$ cat src/hw/rtl/dobq_pkg.sv
// Package for the drop-oldest burst queue: sizes, codes, command and result types.
// Depends on nothing; every other file of the block uses it by scoped names.
`default_nettype none
package dobq_pkg;

	// Storage depth of the descriptor queue.
	localparam int DEPTH    = 16;
	localparam int PTR_W    = (DEPTH > 1) ? $clog2(DEPTH) : 1;
	localparam int CNT_W    = $clog2(DEPTH + 1);

	// Fixed field widths.
	localparam int MODE_W   = 2;
	localparam int HANDLE_W = 32;
	localparam int MASK_W   = 64;
	localparam int PCNT_W   = 7;
	localparam int OCC_W    = 5;
	localparam int PRESS_W  = 8;
	localparam int LIMIT_W  = 5;

	// Width for comparing the entry count against the limit.
	localparam int CMP_W    = (CNT_W > LIMIT_W) ? CNT_W : LIMIT_W;
	// Pressure divider: dividend below limit*256, one quotient bit per step.
	localparam int DIV_W    = LIMIT_W + PRESS_W;
	localparam int STEP_W   = $clog2(PRESS_W);
	// Mask bits counted per divider step, so popcount finishes with the divide.
	localparam int CHUNK    = MASK_W / PRESS_W;

	localparam logic [LIMIT_W-1:0] DEFAULT_LIMIT = LIMIT_W'(10);
	localparam logic [PRESS_W-1:0] PRESS_MAX     = PRESS_W'(255);

	// Command queue between front and back.
	localparam int FIFO_DEPTH = 2;
	localparam int FPTR_W     = 1;
	localparam int FCNT_W     = 2;

	// Configuration port.
	localparam int APB_DW    = 32;
	localparam int ADDR_W    = 3;
	localparam int REG_IDX_W = ADDR_W - 2;
	localparam logic [REG_IDX_W-1:0] REG_MAX_DEPTH = REG_IDX_W'(0);

	// Mode codes on the input channel.
	localparam logic [MODE_W-1:0] MODE_PUSH  = 2'd0;
	localparam logic [MODE_W-1:0] MODE_POP   = 2'd1;
	localparam logic [MODE_W-1:0] MODE_CLEAR = 2'd2;
	localparam logic [MODE_W-1:0] MODE_QUERY = 2'd3;

	typedef enum logic [1:0] {
		OP_PUSH,
		OP_POP,
		OP_CLEAR,
		OP_QUERY
	} op_t;

	typedef struct packed {
		op_t                  op;
		logic [HANDLE_W-1:0]  handle;
		logic [MASK_W-1:0]    mask;
		logic [LIMIT_W-1:0]   limit;
	} cmd_t;

	typedef struct packed {
		logic                 pop_valid;
		logic [HANDLE_W-1:0]  pop_handle;
		logic [MASK_W-1:0]    pop_mask;
		logic [PCNT_W-1:0]    packet_count;
		logic                 drop_valid;
		logic [HANDLE_W-1:0]  drop_handle;
		logic [MASK_W-1:0]    drop_mask;
		logic [OCC_W-1:0]     occupancy;
		logic [PRESS_W-1:0]   pressure;
	} result_t;

	typedef enum logic [1:0] {
		B_IDLE,
		B_CALC,
		B_LOAD
	} back_state_t;

	function automatic logic [PTR_W-1:0] next_ptr(input logic [PTR_W-1:0] p);
		return (p == PTR_W'(DEPTH - 1)) ? '0 : p + 1'b1;
	endfunction

endpackage
`default_nettype wire

$ cat src/hw/rtl/dobq_in_if.sv
// Input channel of the drop-oldest burst queue: valid/ready plus one descriptor command.
// Depends on dobq_pkg for field widths.
`default_nettype none
interface dobq_in_if;
	logic                           valid;
	logic                           ready;
	logic [dobq_pkg::MODE_W-1:0]    mode;
	logic [dobq_pkg::HANDLE_W-1:0]  burst_handle;
	logic [dobq_pkg::MASK_W-1:0]    burst_mask;

	modport source (output valid, mode, burst_handle, burst_mask, input ready);
	modport sink   (input valid, mode, burst_handle, burst_mask, output ready);
endinterface
`default_nettype wire

$ cat src/hw/rtl/dobq_out_if.sv
// Result channel of the drop-oldest burst queue: valid/ready plus one result item.
// Depends on dobq_pkg for field widths.
`default_nettype none
interface dobq_out_if;
	logic                           valid;
	logic                           ready;
	logic                           pop_valid;
	logic [dobq_pkg::HANDLE_W-1:0]  pop_handle;
	logic [dobq_pkg::MASK_W-1:0]    pop_mask;
	logic [dobq_pkg::PCNT_W-1:0]    packet_count;
	logic                           drop_valid;
	logic [dobq_pkg::HANDLE_W-1:0]  drop_handle;
	logic [dobq_pkg::MASK_W-1:0]    drop_mask;
	logic [dobq_pkg::OCC_W-1:0]     occupancy;
	logic [dobq_pkg::PRESS_W-1:0]   pressure;

	modport source (output valid, pop_valid, pop_handle, pop_mask, packet_count,
		drop_valid, drop_handle, drop_mask, occupancy, pressure, input ready);
	modport sink   (input valid, pop_valid, pop_handle, pop_mask, packet_count,
		drop_valid, drop_handle, drop_mask, occupancy, pressure, output ready);
endinterface
`default_nettype wire

$ cat src/hw/rtl/dobq_front.sv
// Front end: accepts input transfers, decodes the mode and resolves the effective limit.
// Depends on dobq_pkg and dobq_in_if; feeds dobq_cmd_fifo.
`default_nettype none
module dobq_front (
	dobq_in_if.sink                        items,
	input  logic [dobq_pkg::LIMIT_W-1:0]   max_depth,
	input  logic                           fifo_full,
	output logic                           push,
	output dobq_pkg::cmd_t                 cmd
);

	logic [dobq_pkg::LIMIT_W-1:0] lim_raw;

	assign items.ready = !fifo_full;
	assign push        = items.valid && !fifo_full;

	always_comb begin
		lim_raw = (max_depth == '0) ? dobq_pkg::DEFAULT_LIMIT : max_depth;
		cmd.handle = items.burst_handle;
		cmd.mask   = items.burst_mask;
		// saturate the limit to the storage depth
		if (dobq_pkg::CMP_W'(lim_raw) > dobq_pkg::CMP_W'(dobq_pkg::DEPTH)) begin
			cmd.limit = dobq_pkg::LIMIT_W'(dobq_pkg::DEPTH);
		end else begin
			cmd.limit = lim_raw;
		end
		unique case (items.mode)
			dobq_pkg::MODE_PUSH:  cmd.op = dobq_pkg::OP_PUSH;
			dobq_pkg::MODE_POP:   cmd.op = dobq_pkg::OP_POP;
			dobq_pkg::MODE_CLEAR: cmd.op = dobq_pkg::OP_CLEAR;
			dobq_pkg::MODE_QUERY: cmd.op = dobq_pkg::OP_QUERY;
			default:              cmd.op = dobq_pkg::OP_QUERY;
		endcase
	end

endmodule
`default_nettype wire

$ cat src/hw/rtl/dobq_cmd_fifo.sv
// Two-entry command queue that decouples the front end from the back end.
// Depends on dobq_pkg for the command type and depth.
`default_nettype none
module dobq_cmd_fifo (
	input  logic            clk,
	input  logic            arst_n,
	input  logic            push,
	input  dobq_pkg::cmd_t  push_cmd,
	input  logic            pop,
	output dobq_pkg::cmd_t  head_cmd,
	output logic            full,
	output logic            empty
);

	dobq_pkg::cmd_t                 slot_q [dobq_pkg::FIFO_DEPTH];
	logic [dobq_pkg::FPTR_W-1:0]    wr_q;
	logic [dobq_pkg::FPTR_W-1:0]    rd_q;
	logic [dobq_pkg::FCNT_W-1:0]    cnt_q;

	assign full     = (cnt_q == dobq_pkg::FCNT_W'(dobq_pkg::FIFO_DEPTH));
	assign empty    = (cnt_q == '0);
	assign head_cmd = slot_q[rd_q];

	always_ff @(posedge clk or negedge arst_n) begin
		if (!arst_n) begin
			wr_q  <= '0;
			rd_q  <= '0;
			cnt_q <= '0;
		end else begin
			if (push) begin
				wr_q <= wr_q + 1'b1;
			end
			if (pop) begin
				rd_q <= rd_q + 1'b1;
			end
			cnt_q <= cnt_q + dobq_pkg::FCNT_W'(push) - dobq_pkg::FCNT_W'(pop);
		end
	end

	always_ff @(posedge clk) begin
		if (push) begin
			slot_q[wr_q] <= push_cmd;
		end
	end

endmodule
`default_nettype wire

$ cat src/hw/rtl/dobq_back.sv
// Back end: descriptor storage, queue pointers, pressure divider, popcount, result register.
// Depends on dobq_pkg and dobq_out_if; drains dobq_cmd_fifo.
`default_nettype none
module dobq_back (
	input  logic            clk,
	input  logic            arst_n,
	input  logic            fifo_empty,
	input  dobq_pkg::cmd_t  head_cmd,
	output logic            take,
	dobq_out_if.source      results
);

	dobq_pkg::back_state_t           state_q, state_d;
	logic                            load_out;

	logic [dobq_pkg::HANDLE_W-1:0]   handles_q [dobq_pkg::DEPTH];
	logic [dobq_pkg::MASK_W-1:0]     masks_q   [dobq_pkg::DEPTH];
	logic [dobq_pkg::PTR_W-1:0]      rp_q, wp_q;
	logic [dobq_pkg::CNT_W-1:0]      count_q;

	logic [dobq_pkg::STEP_W-1:0]     step_q;
	logic [dobq_pkg::DIV_W-1:0]      rem_q, dsr_q;
	logic [dobq_pkg::PRESS_W-1:0]    quo_q;
	logic                            sat_q;
	logic [dobq_pkg::MASK_W-1:0]     pmask_q;
	logic [dobq_pkg::PCNT_W-1:0]     pcnt_q;
	dobq_pkg::result_t               acc_q;
	dobq_pkg::result_t               rsp_q;
	logic                            out_valid_q;

	// execute-cycle signals
	logic [dobq_pkg::HANDLE_W-1:0]   rd_h;
	logic [dobq_pkg::MASK_W-1:0]     rd_m;
	logic                            dropping, popping, writing, clearing;
	logic [dobq_pkg::CNT_W-1:0]      cnt_mid, cnt_n;
	logic                            sat_n;
	logic [dobq_pkg::DIV_W-1:0]      dividend;
	logic                            ge;
	logic [dobq_pkg::PCNT_W-1:0]     chunk_ones;
	logic                            last_step;
	dobq_pkg::result_t               rsp_d;

	assign rd_h      = handles_q[rp_q];
	assign rd_m      = masks_q[rp_q];
	assign last_step = (step_q == dobq_pkg::STEP_W'(dobq_pkg::PRESS_W - 1));

	always_ff @(posedge clk or negedge arst_n) begin
		if (!arst_n) begin
			state_q <= dobq_pkg::B_IDLE;
		end else begin
			state_q <= state_d;
		end
	end

	always_comb begin
		state_d  = state_q;
		take     = 1'b0;
		load_out = 1'b0;
		unique case (state_q)
			dobq_pkg::B_IDLE: begin
				if (!fifo_empty) begin
					take    = 1'b1;
					state_d = dobq_pkg::B_CALC;
				end
			end
			dobq_pkg::B_CALC: begin
				if (last_step) begin
					state_d = dobq_pkg::B_LOAD;
				end
			end
			dobq_pkg::B_LOAD: begin
				if (!out_valid_q || results.ready) begin
					load_out = 1'b1;
					state_d  = dobq_pkg::B_IDLE;
				end
			end
			default: state_d = dobq_pkg::B_IDLE;
		endcase
	end

	// queue update for the command at the head
	always_comb begin
		dropping = (head_cmd.op == dobq_pkg::OP_PUSH) && (count_q != '0) &&
			(dobq_pkg::CMP_W'(count_q) >= dobq_pkg::CMP_W'(head_cmd.limit));
		popping  = (head_cmd.op == dobq_pkg::OP_POP) && (count_q != '0);
		clearing = (head_cmd.op == dobq_pkg::OP_CLEAR);
		cnt_mid  = count_q - dobq_pkg::CNT_W'(dropping || popping);
		writing  = (head_cmd.op == dobq_pkg::OP_PUSH) &&
			(cnt_mid < dobq_pkg::CNT_W'(dobq_pkg::DEPTH));
		cnt_n    = clearing ? '0 : cnt_mid + dobq_pkg::CNT_W'(writing);
		sat_n    = (dobq_pkg::CMP_W'(cnt_n) >= dobq_pkg::CMP_W'(head_cmd.limit));
		// occupancy*255 as (occ << 8) - occ; only used below the limit
		if (sat_n || cnt_n == '0) begin
			dividend = '0;
		end else begin
			dividend = (dobq_pkg::DIV_W'(cnt_n) << dobq_pkg::PRESS_W) -
				dobq_pkg::DIV_W'(cnt_n);
		end
	end

	always_comb begin
		ge         = (rem_q >= dsr_q);
		chunk_ones = '0;
		for (int i = 0; i < dobq_pkg::CHUNK; i++) begin
			chunk_ones = chunk_ones + dobq_pkg::PCNT_W'(pmask_q[i]);
		end
	end

	// assemble the finished result
	always_comb begin
		rsp_d              = acc_q;
		rsp_d.packet_count = pcnt_q;
		rsp_d.pressure     = sat_q ? dobq_pkg::PRESS_MAX : quo_q;
	end

	always_ff @(posedge clk or negedge arst_n) begin
		if (!arst_n) begin
			rp_q        <= '0;
			wp_q        <= '0;
			count_q     <= '0;
			step_q      <= '0;
			out_valid_q <= 1'b0;
		end else begin
			if (take) begin
				count_q <= cnt_n;
				step_q  <= '0;
				if (clearing) begin
					rp_q <= '0;
					wp_q <= '0;
				end else begin
					if (dropping || popping) begin
						rp_q <= dobq_pkg::next_ptr(rp_q);
					end
					if (writing) begin
						wp_q <= dobq_pkg::next_ptr(wp_q);
					end
				end
			end else if (state_q == dobq_pkg::B_CALC) begin
				step_q <= step_q + 1'b1;
			end
			if (load_out) begin
				out_valid_q <= 1'b1;
			end else if (results.ready) begin
				out_valid_q <= 1'b0;
			end
		end
	end

	always_ff @(posedge clk) begin
		if (take && writing) begin
			handles_q[wp_q] <= head_cmd.handle;
			masks_q[wp_q]   <= head_cmd.mask;
		end
		if (take) begin
			acc_q.pop_valid    <= popping;
			acc_q.pop_handle   <= popping ? rd_h : '0;
			acc_q.pop_mask     <= popping ? rd_m : '0;
			acc_q.packet_count <= '0;
			acc_q.drop_valid   <= dropping;
			acc_q.drop_handle  <= dropping ? rd_h : '0;
			acc_q.drop_mask    <= dropping ? rd_m : '0;
			acc_q.occupancy    <= dobq_pkg::OCC_W'(cnt_n);
			acc_q.pressure     <= '0;
			pmask_q <= popping ? rd_m : '0;
			pcnt_q  <= '0;
			sat_q   <= sat_n;
			rem_q   <= dividend;
			dsr_q   <= dobq_pkg::DIV_W'(head_cmd.limit) << (dobq_pkg::PRESS_W - 1);
			quo_q   <= '0;
		end else if (state_q == dobq_pkg::B_CALC) begin
			// restoring divide, one quotient bit; count one chunk of the mask
			if (ge) begin
				rem_q <= rem_q - dsr_q;
			end
			dsr_q   <= dsr_q >> 1;
			quo_q   <= {quo_q[dobq_pkg::PRESS_W-2:0], ge};
			pmask_q <= pmask_q >> dobq_pkg::CHUNK;
			pcnt_q  <= pcnt_q + chunk_ones;
		end
		if (load_out) begin
			rsp_q <= rsp_d;
		end
	end

	assign results.valid        = out_valid_q;
	assign results.pop_valid    = rsp_q.pop_valid;
	assign results.pop_handle   = rsp_q.pop_handle;
	assign results.pop_mask     = rsp_q.pop_mask;
	assign results.packet_count = rsp_q.packet_count;
	assign results.drop_valid   = rsp_q.drop_valid;
	assign results.drop_handle  = rsp_q.drop_handle;
	assign results.drop_mask    = rsp_q.drop_mask;
	assign results.occupancy    = rsp_q.occupancy;
	assign results.pressure     = rsp_q.pressure;

	a_count_bound: assert property (@(posedge clk) disable iff (!arst_n)
		count_q <= dobq_pkg::CNT_W'(dobq_pkg::DEPTH))
		else $error("entry count above depth");

	a_ptr_match: assert property (@(posedge clk) disable iff (!arst_n)
		(count_q == '0 || count_q == dobq_pkg::CNT_W'(dobq_pkg::DEPTH)) |-> (rp_q == wp_q))
		else $error("pointers disagree with empty or full count");

	a_calc_done: assert property (@(posedge clk) disable iff (!arst_n)
		(state_q == dobq_pkg::B_CALC && last_step) |=> (state_q == dobq_pkg::B_LOAD))
		else $error("divider did not finish after its last step");

	a_pop_drop_excl: assert property (@(posedge clk) disable iff (!arst_n)
		out_valid_q |-> !(rsp_q.pop_valid && rsp_q.drop_valid))
		else $error("result reports both pop and drop");

	a_count_on_pop: assert property (@(posedge clk) disable iff (!arst_n)
		(out_valid_q && !rsp_q.pop_valid) |-> (rsp_q.packet_count == '0))
		else $error("packet count without a popped entry");

endmodule
`default_nettype wire

$ cat src/hw/rtl/drop_oldest_burst_queue.sv
// Top level of the drop-oldest burst queue: configuration register and block wiring.
// Depends on dobq_pkg, dobq_in_if, dobq_out_if, dobq_front, dobq_cmd_fifo, dobq_back.
`default_nettype none
// A bounded FIFO of burst descriptors (32-bit handle, 64-bit packet mask) that
// returns exactly one result transfer for every input transfer. Modes: push,
// pop, clear all, status query. A push at or above the limit (max_depth, zero
// meaning ten, capped at the 16-entry storage) first drops the oldest entry and
// reports it so its packets can be freed. Every result carries the occupancy
// after the operation and the pressure occupancy*255/limit, saturated at 255.
// In the back end each item passes an execute state, eight steps of the
// shared bit-serial pressure divider (which also counts eight mask bits per
// step for packet_count) and a load of the output register once it is free. A two-entry
// command queue lets the front end keep taking transfers while the back end
// works, and the output register holds a result while the next item executes.
// The configuration register sits at byte address 0 of the APB-style port;
// write it only while the block is idle.
module drop_oldest_burst_queue (
	input  logic                             clk,
	input  logic                             arst_n,
	dobq_in_if.sink                          items,
	dobq_out_if.source                       results,
	input  logic                             psel,
	input  logic                             penable,
	input  logic                             pwrite,
	input  logic [dobq_pkg::ADDR_W-1:0]      paddr,
	input  logic [dobq_pkg::APB_DW-1:0]      pwdata,
	output logic [dobq_pkg::APB_DW-1:0]      prdata,
	output logic                             pready
);

	logic [dobq_pkg::LIMIT_W-1:0]    max_depth_q;
	logic [dobq_pkg::REG_IDX_W-1:0]  reg_idx;
	logic                            cfg_wr;

	logic            fifo_push, fifo_pop, fifo_full, fifo_empty;
	dobq_pkg::cmd_t  front_cmd, head_cmd;

	// Register access: word index from the byte address, unknown indexes ignored.
	assign pready  = 1'b1;
	assign reg_idx = paddr[dobq_pkg::ADDR_W-1:2];
	assign cfg_wr  = psel && penable && pwrite && pready;
	assign prdata  = (reg_idx == dobq_pkg::REG_MAX_DEPTH) ?
		dobq_pkg::APB_DW'(max_depth_q) : '0;

	always_ff @(posedge clk or negedge arst_n) begin
		if (!arst_n) begin
			max_depth_q <= dobq_pkg::DEFAULT_LIMIT;
		end else if (cfg_wr && reg_idx == dobq_pkg::REG_MAX_DEPTH) begin
			max_depth_q <= pwdata[dobq_pkg::LIMIT_W-1:0];
		end
	end

	// Front: accept and classify each transfer into a command.
	dobq_front u_front (
		.items     (items),
		.max_depth (max_depth_q),
		.fifo_full (fifo_full),
		.push      (fifo_push),
		.cmd       (front_cmd)
	);

	// Hold commands between the two halves.
	dobq_cmd_fifo u_fifo (
		.clk      (clk),
		.arst_n   (arst_n),
		.push     (fifo_push),
		.push_cmd (front_cmd),
		.pop      (fifo_pop),
		.head_cmd (head_cmd),
		.full     (fifo_full),
		.empty    (fifo_empty)
	);

	// Back: execute against the queue storage and drive the result channel.
	dobq_back u_back (
		.clk        (clk),
		.arst_n     (arst_n),
		.fifo_empty (fifo_empty),
		.head_cmd   (head_cmd),
		.take       (fifo_pop),
		.results    (results)
	);

endmodule
`default_nettype wire
$ cat src/flat_wrapper.sv
// flat-port wrapper written by rule: the top's interface ports become plain ports
module drop_oldest_burst_queue_flat 
  (clk, arst_n, psel, penable, pwrite, paddr, pwdata, prdata, pready, items_valid, items_mode, items_burst_handle, items_burst_mask, items_ready, results_valid, results_pop_valid, results_pop_handle, results_pop_mask, results_packet_count, results_drop_valid, results_drop_handle, results_drop_mask, results_occupancy, results_pressure, results_ready);
  dobq_in_if items_i ();
  dobq_out_if results_i ();
  input  logic clk;
  input  logic arst_n;
  input  logic psel;
  input  logic penable;
  input  logic pwrite;
  input  logic [dobq_pkg::ADDR_W-1:0] paddr;
  input  logic [dobq_pkg::APB_DW-1:0] pwdata;
  output logic [dobq_pkg::APB_DW-1:0] prdata;
  output logic pready;
  input wire logic [$bits(items_i.valid)-1:0] items_valid;
  input wire logic [$bits(items_i.mode)-1:0] items_mode;
  input wire logic [$bits(items_i.burst_handle)-1:0] items_burst_handle;
  input wire logic [$bits(items_i.burst_mask)-1:0] items_burst_mask;
  output wire logic [$bits(items_i.ready)-1:0] items_ready;
  output wire logic [$bits(results_i.valid)-1:0] results_valid;
  output wire logic [$bits(results_i.pop_valid)-1:0] results_pop_valid;
  output wire logic [$bits(results_i.pop_handle)-1:0] results_pop_handle;
  output wire logic [$bits(results_i.pop_mask)-1:0] results_pop_mask;
  output wire logic [$bits(results_i.packet_count)-1:0] results_packet_count;
  output wire logic [$bits(results_i.drop_valid)-1:0] results_drop_valid;
  output wire logic [$bits(results_i.drop_handle)-1:0] results_drop_handle;
  output wire logic [$bits(results_i.drop_mask)-1:0] results_drop_mask;
  output wire logic [$bits(results_i.occupancy)-1:0] results_occupancy;
  output wire logic [$bits(results_i.pressure)-1:0] results_pressure;
  input wire logic [$bits(results_i.ready)-1:0] results_ready;
  assign items_i.valid = items_valid;
  assign items_i.mode = items_mode;
  assign items_i.burst_handle = items_burst_handle;
  assign items_i.burst_mask = items_burst_mask;
  assign items_ready = items_i.ready;
  assign results_valid = results_i.valid;
  assign results_pop_valid = results_i.pop_valid;
  assign results_pop_handle = results_i.pop_handle;
  assign results_pop_mask = results_i.pop_mask;
  assign results_packet_count = results_i.packet_count;
  assign results_drop_valid = results_i.drop_valid;
  assign results_drop_handle = results_i.drop_handle;
  assign results_drop_mask = results_i.drop_mask;
  assign results_occupancy = results_i.occupancy;
  assign results_pressure = results_i.pressure;
  assign results_i.ready = results_ready;
  drop_oldest_burst_queue u_core (.clk(clk), .arst_n(arst_n), .items(items_i), .results(results_i), .psel(psel), .penable(penable), .pwrite(pwrite), .paddr(paddr), .pwdata(pwdata), .prdata(prdata), .pready(pready));
endmodule
$ cat config.mk
export PLATFORM = sky130hd
export DESIGN_NAME = drop_oldest_burst_queue_flat
export DESIGN_NICKNAME = d
export VERILOG_FILES = /design/src/hw/rtl/dobq_pkg.sv /design/src/hw/rtl/dobq_in_if.sv /design/src/hw/rtl/dobq_out_if.sv /design/src/hw/rtl/dobq_front.sv /design/src/hw/rtl/dobq_cmd_fifo.sv /design/src/hw/rtl/dobq_back.sv /design/src/hw/rtl/drop_oldest_burst_queue.sv /design/src/flat_wrapper.sv
export SDC_FILE = /design/constraint.sdc
export NUM_CORES = 2
export LEC_CHECK = 0
export ABC_AREA = 1
export BUFFER_PORTS_ARGS = -buffer_cell sky130_fd_sc_hd__buf_2
export CAP_MARGIN = 5
export CELL_PAD_IN_SITES_DETAIL_PLACEMENT = 1
export CELL_PAD_IN_SITES_GLOBAL_PLACEMENT = 2
export CORE_ASPECT_RATIO = 1.4
export CORE_MARGIN = 10
export CORE_UTILIZATION = 39
export CTS_CLUSTER_SIZE = 16
export DETAILED_ROUTE_END_ITERATION = 10
export PLACE_DENSITY = 0.76
export SLEW_MARGIN = 10
export SYNTH_ARGS = -nofsm -noshare
export SYNTH_HDL_FRONTEND = slang
export SYNTH_SLANG_ARGS = --single-unit
$ cat constraint.sdc
create_clock -name clk -period 28.5 [get_ports clk]
set_clock_uncertainty 0.05 [all_clocks]
set_input_delay 5.7 -clock clk [delete_from_list [all_inputs] [get_ports clk]]
set_output_delay 5.7 -clock clk [all_outputs]
set_load 0.01 [all_outputs]
==> impl_metrics.env <==
export IMPL_reg2reg_from="u_core.u_fifo.rd_q"
export IMPL_cp_max_fo=6
export IMPL_grt_pass1_wl_um=371000
export IMPL_drc=0
export IMPL_worstPathArrival_ps=6080
export IMPL_max_cap_violations=0
export IMPL_fin_area_um2=100000
export IMPL_yosysTopAreaCellShare_pct=75.9
export IMPL_hold_viol=0
export IMPL_core_area_um2=226000
export IMPL_clk_latency_ps=890
export IMPL_synth_area_leaders="edfxtp_1 (76%), nand2_1 (4.3%), nor2_1 (4.2%)"
export IMPL_synth_warnings=0
export IMPL_layout_drive_gt1_share_pct=11.8
export IMPL_synth_edf_count=2238
export IMPL_std_cell_rows=206
export IMPL_grt_usage_pct=19.9
export IMPL_powerDensity_nw_per_um2=102
export IMPL_clk_pin_slew_worst_paths_ps=60
export IMPL_async_flop_share_pct=1.22
export IMPL_cts_repair_resized=0
export IMPL_die_h_um=584
export IMPL_io_buffer_count=331
export IMPL_num_io_pins=389
export IMPL_synth_ff_type="edfxtp_1"
export IMPL_cp_data_required_time_ps=22750
export IMPL_dpl_cell_area_um2=93100
export IMPL_post_cts_buffers=0
export IMPL_timing_final_crit_share_pct=41.5
export IMPL_cts_tree="yes"
export IMPL_yosys_cell_types_count=46
export IMPL_synth_seq_cells=2288
export IMPL_synth_avg_cell_area_um2=13.4
export IMPL_dp_hpwl_um=138000
export IMPL_grt_remaining_overflow=0
export IMPL_antenna_found_initial=35
export IMPL_worstSetupStartpointType="input port"
export IMPL_fin_crit_ps=11830
export IMPL_cts_made_buffers=220
export IMPL_die_w_um=423
export IMPL_synthesis_area_um2=88600
export IMPL_relSlewSlack_pct=19.3
export IMPL_syn_to_final_growth_pct=13.0
export IMPL_synth_seq_area_share_pct=77.2
export IMPL_cts_sinks=2288
export IMPL_dp_cells=9650
export IMPL_rsz0062_at_grt="false"
export IMPL_clockPowerShare_pct=27.9
export IMPL_crit_type="in -> out"
export IMPL_synth_top_area_cell="edfxtp_1"
export IMPL_postRouteAntennaNets=0
export IMPL_drtIter0Drc=4410
export IMPL_peakVddDrop_uv=79.6
export IMPL_cts_hold_buf=0
export IMPL_comb_power_share_pct=26.9
export IMPL_syn_inst=6588
export IMPL_min_path_type="reg -> reg"
export IMPL_power_leakage_nw=34.9
export IMPL_startpoint="paddr[2]"
export IMPL_fin_setup_tns_ps=0
export IMPL_internal_power_mw=6.74
export IMPL_clock_path_buffers=4
export IMPL_drv_slew=0
export IMPL_cts_root_buf="clkbuf_16"
export IMPL_viasPerCell=5.35
export IMPL_postLayoutSetupSlackWorst_ps=16670
export IMPL_status="complete, no violations"
export IMPL_dp_slack_ps=16670
export IMPL_wl_per_cell_um=25.3
export IMPL_grt_pass1_vias=56821
export IMPL_nNetsFinal=7045
export IMPL_routed_via_count=53740
export IMPL_routed_wl_um=254000
export IMPL_instances_no_fill=10046
export IMPL_fmax_mhz=84.5
export IMPL_grt_max_degree=209
export IMPL_p_seq_share_pct=45.2
export IMPL_switching_share_pct=34.3
export IMPL_die_area_um2=247000
export IMPL_worst_pin_slew_ps=1210
export IMPL_worstSetupEndpointType="primary output"
export IMPL_htree_levels=4
export IMPL_first_pass_iters=5
export IMPL_place_gp_congestion=0.748
export IMPL_start_util_pct=39.3
export IMPL_switchingPower_mw=3.51
export IMPL_setup_violations=0
export IMPL_hold_start="u_core.u_back.acc_q[185]"
## kinds of logic (layout without fill, tap and decap cells)
family                   Yosys count  in the layout  share of synthesized area (%)
other                              2             37                        0.00848
flip-flops                      2288           2288                           77.2
XOR/XNOR                           7              7                         0.0692
adder cells (fa/ha/maj)           49             49                          0.743
multiplexers                       4              4                         0.0452
AO/OA/AOI/OAI                   1161           1161                           7.85
AND/OR/NAND/NOR                 2287           2287                           10.2
buffers and inverters            790           1197                           3.89
## cell type report
type                            count  area [µm²]
Sequential cell                  2288       68400
Clock inverter                    113        1050
Clock buffer                      274        5850
Multi-Input combinational cell   3536       17000
Inverter                          388        1500
Tap cell                         3016        3770
Antenna cell                        9        22.5
Timing Repair Buffer              422        2440
Fill cell                       22864      125000
## worst max-delay path: stages
cell and delay [ps]:
buf_2 130, nor2_1 110, buf_2 140
## per-stage QoR
stage	utilization, %	hold slack [ps]	power, mW
floorplan	-	350	6.47
global placement	41.3	353	7.36
detailed placement	41.3	356	7.50
CTS	44.3	329	10.4
global route	44.4	340	10.8
finish	44.4	317	10.3
## registers in the layout, summed over array words and instances, names as in the netlist, 8 cells and up
signal	cells
u_core.u_back.results.pressure	8
u_core.u_back.masks_q	1024
u_core.u_fifo.slot_q	206
u_core.u_back.results.pop_handle	32
u_core.u_back.results.pop_mask	64
u_core.u_back.dsr_q	12
u_core.u_back.acc_q	199
u_core.u_back.results.drop_handle	32
u_core.u_back.rem_q	13
u_core.u_back.quo_q	8
u_core.u_back.results.drop_mask	64
u_core.u_back.handles_q	512
u_core.u_back.pmask_q	64
## path summary, 6_finish.rpt
check                                                       to  slack (ps)  cells after the start
max                                                  prdata[1]       16670                      3
min                        u_core.u_back.results.pop_handle[4]         320                      0
max reg2reg                      u_core.u_back.masks_q[14][29]       20810                     21
min reg2reg                u_core.u_back.results.pop_handle[4]         320                      0
max in group asynchronous                   u_core.u_fifo.rd_q       22880                      1
min in group asynchronous                u_core.u_back.wp_q[0]        4910                      1
## metal layers
metal	GRT usage [%]	wire length, µm
met1	23.8	99700
met2	36.0	131000
met3	2.97	13900
met4	7.33	9300
met5	0	248
## cells in the final DEF (no fill, tap or decap), types with 34 or more instances in the layout
cell type / netlist / routed
buf_2: 113 / 331
edfxtp_1: 2238 / 2238
o21ai_0: 580 / 580
o211ai_1: 269 / 269
clkbuf_16: 0 / 224
clkinv_1: 0 / 48
nor2_1: 989 / 970
clkinv_2: 0 / 34
o22ai_1: 73 / 73
clkbuf_1: 200 / 44
a21oi_1: 113 / 113
inv_2: 64 / 59
inv_1: 322 / 320
nand4_1: 70 / 70
nand2_1: 1013 / 1012
buf_4: 57 / 83
ha_1: 43 / 43
nand3_1: 200 / 200
o2111ai_1: 74 / 74
## power groups by stage
stage	Sequential (mW)	Clock (mW)	Combinational, mW
2_1_floorplan	4.67	0	1.80
3_3_place_gp	4.69	0	2.67
3_5_place_dp	4.71	0	2.79
4_1_cts	4.64	2.92	2.80
5_1_grt	4.66	3.05	3.08
6_report	4.63	2.86	2.75
## synthesized netlist by cell type (2+ instances only)
cell / count
o211ai_2: 3
nor3_1: 6
a22o_1: 3
o31ai_1: 2
o2111ai_1: 74
dfxtp_1: 22
a21oi_2: 6
mux2i_1: 4
dfstp_2: 2
nor2_1: 989
edfxtp_1: 2238
nand4_1: 70
buf_4: 57
dfrtp_1: 26
o21ai_0: 580
buf_6: 15
inv_2: 64
buf_1: 15
xor2_1: 6
nand2_1: 1013
fa_1: 6
clkbuf_1: 200
conb_1: 2
o21ai_1: 28
a21o_1: 6
inv_4: 2
nand3_2: 3
buf_2: 113
a21oi_1: 113
nand3_1: 200
o22ai_1: 73
o211ai_1: 269
clkbuf_2: 2
ha_1: 43
inv_1: 322
Power figures use the tool's default switching activity.
